===== config.mk =====
export PLATFORM = sky130hd
export DESIGN_NAME = xbr_front_flat
export DESIGN_NICKNAME = d
export VERILOG_FILES = /design/src/hdl/xbr_pkg.sv /design/src/hdl/xbr_if.sv /design/src/hdl/xbr_front.sv /design/src/flat_wrapper.sv
export SDC_FILE = /design/constraint.sdc
export NUM_CORES = 1
export LEC_CHECK = 0
export ABC_CLOCK_PERIOD_IN_PS = 8490
export BUFFER_PORTS_ARGS = -buffer_cell sky130_fd_sc_hd__buf_2
export CAP_MARGIN = 40
export CORE_UTILIZATION = 55
export DETAILED_ROUTE_END_ITERATION = 8
export PLACE_DENSITY = 0.79
export SYNTH_ARGS = -nofsm -noshare
export SYNTH_HDL_FRONTEND = slang
export SYNTH_SLANG_ARGS = --single-unit

===== constraint.sdc =====
create_clock -name clk -period 8.49 [get_ports clk]
set_clock_uncertainty 0.15 [all_clocks]
set_input_delay 1.2735 -clock clk [delete_from_list [all_inputs] [get_ports clk]]
set_output_delay 1.2735 -clock clk [all_outputs]
set_load 0.005 [all_outputs]

===== src/hdl/xbr_pkg.sv =====
`timescale 1ns / 1ps
// ----------------------------------------------------------------------------
// xbr_pkg: shared types and constants
// Operation codes, the request record passed from the front part to the back
// part, and the back-end state machine type.
// ----------------------------------------------------------------------------
package xbr_pkg;

  typedef enum logic [1:0] {
    OP_U32 = 2'd0,
    OP_S32 = 2'd1,
    OP_U64 = 2'd2,
    OP_S64 = 2'd3
  } op_t;

  localparam logic [63:0] ODD_GOLDEN = 64'h9E3779B97F4A7C15;
  localparam logic [63:0] MIX_MUL_A  = 64'hBF58476D1CE4E5B9;
  localparam logic [63:0] MIX_MUL_B  = 64'h94D049BB133111EB;
  localparam int unsigned ROT_FINAL  = 45;
  localparam int unsigned SHIFT_T    = 17;

  // Classified request: empty requests carry their answer in range_min.
  typedef struct packed {
    logic        empty;
    logic        wide;
    logic [63:0] range_min;
    logic [63:0] span;
  } req_t;

  typedef enum logic [3:0] {
    ST_SEED,
    ST_IDLE,
    ST_THR,
    ST_DRAW,
    ST_MUL1,
    ST_MUL2,
    ST_CHECK,
    ST_MOD,
    ST_DONE
  } st_t;

endpackage


===== src/hdl/xbr_if.sv =====
`timescale 1ns / 1ps
// ----------------------------------------------------------------------------
// xbr_req_if / xbr_rsp_if: request and result channels
// Valid/ready channels carrying the request fields and the drawn value.
// ----------------------------------------------------------------------------
interface xbr_req_if;
  logic        valid;
  logic        ready;
  logic [1:0]  operation;
  logic [63:0] range_min;
  logic [63:0] range_max;
  modport source (output valid, operation, range_min, range_max, input ready);
  modport sink (input valid, operation, range_min, range_max, output ready);
endinterface



===== src/hdl/xbr_front.sv =====
`timescale 1ns / 1ps
// ----------------------------------------------------------------------------
// xbr_front: request classifier and queue
// Accepts transactions, decides empty ranges, forms the span at the width in
// use and holds up to two classified requests for the back part.
// ----------------------------------------------------------------------------
module xbr_front (
  input  logic          clk,
  input  logic          rst_n,
  xbr_req_if.sink       in_ch,
  output xbr_pkg::req_t q_data,
  output logic          q_valid,
  input  logic          q_pop
);

  xbr_pkg::req_t cls;
  xbr_pkg::req_t mem_r [2];
  logic          wp_r, wp_nxt, rp_r, rp_nxt;
  logic [1:0]    cnt_r, cnt_nxt;
  logic          push;
  logic          wide, sgn, lt;

  // Classify the incoming request.
  always_comb begin
    wide = in_ch.operation[1];
    sgn  = in_ch.operation[0];
    if (wide) begin
      lt = sgn ? ($signed(in_ch.range_min) < $signed(in_ch.range_max))
               : (in_ch.range_min < in_ch.range_max);
      cls.range_min = in_ch.range_min;
      cls.span      = in_ch.range_max - in_ch.range_min;
    end else begin
      lt = sgn ? ($signed(in_ch.range_min[31:0]) < $signed(in_ch.range_max[31:0]))
               : (in_ch.range_min[31:0] < in_ch.range_max[31:0]);
      cls.range_min = {32'd0, in_ch.range_min[31:0]};
      cls.span      = {32'd0, in_ch.range_max[31:0] - in_ch.range_min[31:0]};
    end
    cls.empty = !lt;
    cls.wide  = wide;
  end

  assign in_ch.ready = (cnt_r != 2'd2);
  assign push        = in_ch.valid && in_ch.ready;
  assign q_valid     = (cnt_r != 2'd0);
  assign q_data      = mem_r[rp_r];

  // Queue pointers.
  always_comb begin
    wp_nxt  = push ? !wp_r : wp_r;
    rp_nxt  = q_pop ? !rp_r : rp_r;
    cnt_nxt = cnt_r + {1'b0, push} - {1'b0, q_pop};
  end

  always_ff @(posedge clk) begin
    if (!rst_n) begin
      wp_r  <= 1'b0;
      rp_r  <= 1'b0;
      cnt_r <= 2'd0;
    end else begin
      wp_r  <= wp_nxt;
      rp_r  <= rp_nxt;
      cnt_r <= cnt_nxt;
    end
  end

  always_ff @(posedge clk) begin
    if (push) begin
      mem_r[wp_r] <= cls;
    end
  end

  a_no_pop_empty: assert property (@(posedge clk) disable iff (!rst_n)
    q_pop |-> q_valid) else $error("pop from empty queue");
  a_cnt_max: assert property (@(posedge clk) disable iff (!rst_n)
    cnt_r != 2'd3) else $error("queue count overflow");
  a_full_stall: assert property (@(posedge clk) disable iff (!rst_n)
    (cnt_r == 2'd2) |-> !push) else $error("push into full queue");

endmodule


===== src/flat_wrapper.sv =====
// flat-port wrapper written by rule: the top's interface ports become plain ports
module xbr_front_flat 
  (clk, rst_n, q_data, q_valid, q_pop, in_ch_valid, in_ch_operation, in_ch_range_min, in_ch_range_max, in_ch_ready);
  xbr_req_if in_ch_i ();
  input  logic clk;
  input  logic rst_n;
  output xbr_pkg::req_t q_data;
  output logic q_valid;
  input  logic q_pop;
  input wire logic [$bits(in_ch_i.valid)-1:0] in_ch_valid;
  input wire logic [$bits(in_ch_i.operation)-1:0] in_ch_operation;
  input wire logic [$bits(in_ch_i.range_min)-1:0] in_ch_range_min;
  input wire logic [$bits(in_ch_i.range_max)-1:0] in_ch_range_max;
  output wire logic [$bits(in_ch_i.ready)-1:0] in_ch_ready;
  assign in_ch_i.valid = in_ch_valid;
  assign in_ch_i.operation = in_ch_operation;
  assign in_ch_i.range_min = in_ch_range_min;
  assign in_ch_i.range_max = in_ch_range_max;
  assign in_ch_ready = in_ch_i.ready;
  xbr_front u_core (.clk(clk), .rst_n(rst_n), .in_ch(in_ch_i), .q_data(q_data), .q_valid(q_valid), .q_pop(q_pop));
endmodule

==> results.txt <==
----------------------------------------------------
[Synthesis]
  List of most frequent post-synthesis cells ... 260 x sky130_fd_sc_hd__edfxtp_1, 151 x sky130_fd_sc_hd__inv_1, 130 x sky130_fd_sc_hd__ha_1, 130 x sky130_fd_sc_hd__mux2_2, 103 x sky130_fd_sc_hd__nor2_1
  Library cell occupying the most area in the post-synthesis netlist ... sky130_fd_sc_hd__edfxtp_1
  Share of Yosys cell area claimed by the top area cell type ... 0.490
  Mapped Area ... 15,900 µm²
  Flip-flop and latch count after synthesis ... 265
  Number of warnings printed during yosys synthesis ... 0
  Syn_nets ... 1,668
  Area contributors post-synth ... sky130_fd_sc_hd__edfxtp_1 49%, sky130_fd_sc_hd__ha_1 10%, sky130_fd_sc_hd__mux2_2 9.2%
  Async S/R FF share, synth ... 0
  Syn Area/Cell ... 11.4 µm²
  Number of synthesized flops with an enable pin ... 260
  Synthesized instance count ... 1,403
  Sequential element share of the synthesized area ... 0.496
  Most used standard cell by instance count after synthesis ... sky130_fd_sc_hd__edfxtp_1
  Post-synthesis cell type count ... 76
  Most frequently used flop master after synthesis ... sky130_fd_sc_hd__edfxtp_1

[Drt]
  Number of vias after detailed routing ... 11,600
  Overall routed net length ... 38,800 µm
  Final ANT Viol Nets ... 0
  Starting DRT DRC Count ... 830
  Number of search-and-repair iterations in the first detailed-routing pass ... 5
  Wire length per cell ... 19.0 µm
  DRC violation count after routing ... 0
  Vias per cell ... 5.67

[Timing]
  Hold Vio Cnt, Final ... 0
  Highest achievable clock rate ... 232 MHz
  Part of the cycle the worst path needs ... 0.507
  Hold slack final ... 0.431 ns
  Slew @ Worst Pin ... 0.882 ns
  Max_slew headroom ... 0.412
  Pins Over Slew Limit ... 0
  Final total negative setup slack ... 0 ns
  Final setup violation count ... 0
  Crit path time final ... 4.30 ns
  RSZ-0062 raised after global routing ... false

[Cells and area]
  Util after Layout ... 0.660
  Final antenna diode count ... 0
  Layout Cell Area excl Fill ... 18,600 µm²
  Layout area overhead ... 16.6%
  Final #Nets ... 1,905
  Fraction of final layout cells with drive strength greater than 1 ... 0.292

[Pwr]
  Leakage dissipation ... 8.10 nW
  Worst voltage drop across the vdd grid ... 0.000184 V
  Power density over the cells ... 220 nW/µm²

[Clock tree]
  Clock tree root buffer cell ... sky130_fd_sc_hd__clkbuf_16
  CTS tree ... yes
  Hold buffers post-CTS ... 0
  Number of H-tree levels ... 1
  Maximum clock path buffer count ... 3
  Insertion delay of the later-clocked pin in the worst-skew pair ... 0.54 ns
  Clock net sink count ... 265
  Post CTS Setup Buffer Count ... 0
  Number of buffers inserted during clock tree synthesis ... 29
  Clock-pin slew of the registers on the worst-case setup and hold paths ... 0.06 ns
  Post-CTS Resized ... 0

[Floorplan]
  Starting utilization of the core area ... 0.566
  Site row count ... 61
  Core box area ... 28,200 µm²
  Die X ... 172 µm
  Die height ... 172 µm
  DIE AREA ... 29,700 µm²
  Top-level I/O count ... 266

[Hold path]
  Cells on Worst Hold Path ... 2
  Worst min-delay path class ... reg -> reg

[Global route]
  GRT overflow ... 0
  Global routing usage summed across all routing layers ... 0.259
  Vias in the first global route ... 11,200
  Global-route wire length before repair ... 59,700 µm
  Largest net degree at the start of global routing ... 62
  Antenna violations before repair ... 0

[Critical path]
  Top fanout value on the critical path ... 61
  CP required ... 7.07 ns
  Critical path startpoint category ... register
  Critical setup path kind ... reg -> out
  Critical path capture point type ... primary output
  Data arrival time of the critical path ... 2.88 ns
  Worst-case reg-to-reg path depth ... 6

[Place]
  Post-DP HPWL ... 29,100 µm
  IO Port Bufs ... 265
  RD Place Congestion ... 0.903
  Placement-stage cell area ... 17,600 µm²

[Run status]
  Outcome ... finished clean

[Job]
  Number of max-cap violations ... 0

----------------------------------------------------
worst max-delay path: stages (launching register included):
cell and delay, ns:
sky130_fd_sc_hd__dfxtp_4 0.61, sky130_fd_sc_hd__buf_16 0.28, sky130_fd_sc_hd__buf_4 0.72, sky130_fd_sc_hd__mux2_2 0.46, sky130_fd_sc_hd__buf_2 0.14
logic make-up after synthesis:
family,synth area share
mux,0.0937
xor+xnor,0.0291
flops,0.496
compound gates,0.137
simple gates,0.0862
buf+inv,0.0549
fa+ha+maj,0.103
final cells by class:
cell class,count,area (µm²)
Tap cell,378,473
Timing Repair Buffer,274,1450
Sequential cell,265,7910
Inverter,152,571
Fill cell,2174,9580
Multi-Input combinational cell,918,7170
Clock inverter,19,269
Clock buffer,32,737
power by group:
part / switching, mW / internal (mW)
clock network: 0.520 / 0.810
registers: 0.0501 / 1.71
logic: 0.590 / 0.422
total: 1.16 / 2.94
stage by stage:
stage	std cells	power, mW	worst slack (ns)
2_1_floorplan	1403	2.41	0.946
3_3_place_gp	1983	2.75	3.97
3_5_place_dp	1987	2.79	3.94
4_1_cts	2038	4.12	4.17
5_1_grt	2038	4.27	4.05
6_report	2038	4.10	4.19
per-layer routing:
| layer | track usage | routed length, µm |
|---|---|---|
| met1 | 0.368 | 17500 |
| met2 | 0.416 | 17700 |
| met3 | 0.0348 | 2740 |
| met4 | 0.0716 | 803 |
| met5 | 0 | 0 |
state kept, by name, indices dropped and copies added (netlist names), named ones only:
signal,flops
u_core.wp_r,1
u_core.cnt_r,2
u_core.mem_r,260
u_core.rp_r,1
path summary, 6_finish.rpt:
check | from | endpoint | slack, ns
worst min register to register | u_core.rp_r | register | 0.43
worst max-delay path | register | q_data[34] | 4.19
worst max register to register | u_core.cnt_r[0] | u_core.mem_r[1][127] | 5.98
worst min-delay path | u_core.rp_r | register | 0.43
layout by cell type, fill, tap and decap left out, drive strengths merged, types with 6 or more instances in the layout:
cell type	instances
a2111oi	6
a211oi	6
a21boi	7
a21o	59
a21oi	101
a31oi	9
and2	13
and3	11
buf	274
bufinv	6
clkbuf	32
clkinv	8
edfxtp	260
ha	130
inv	155
mux2	130
nand2	73
nand2b	7
nand3	14
nand4	27
nor2	103
nor3	17
o211ai	6
o21a	14
o21ai	41
o21bai	18
xnor2	29
xor2	24
No activity file was read; power rests on OpenSTA's default activity.
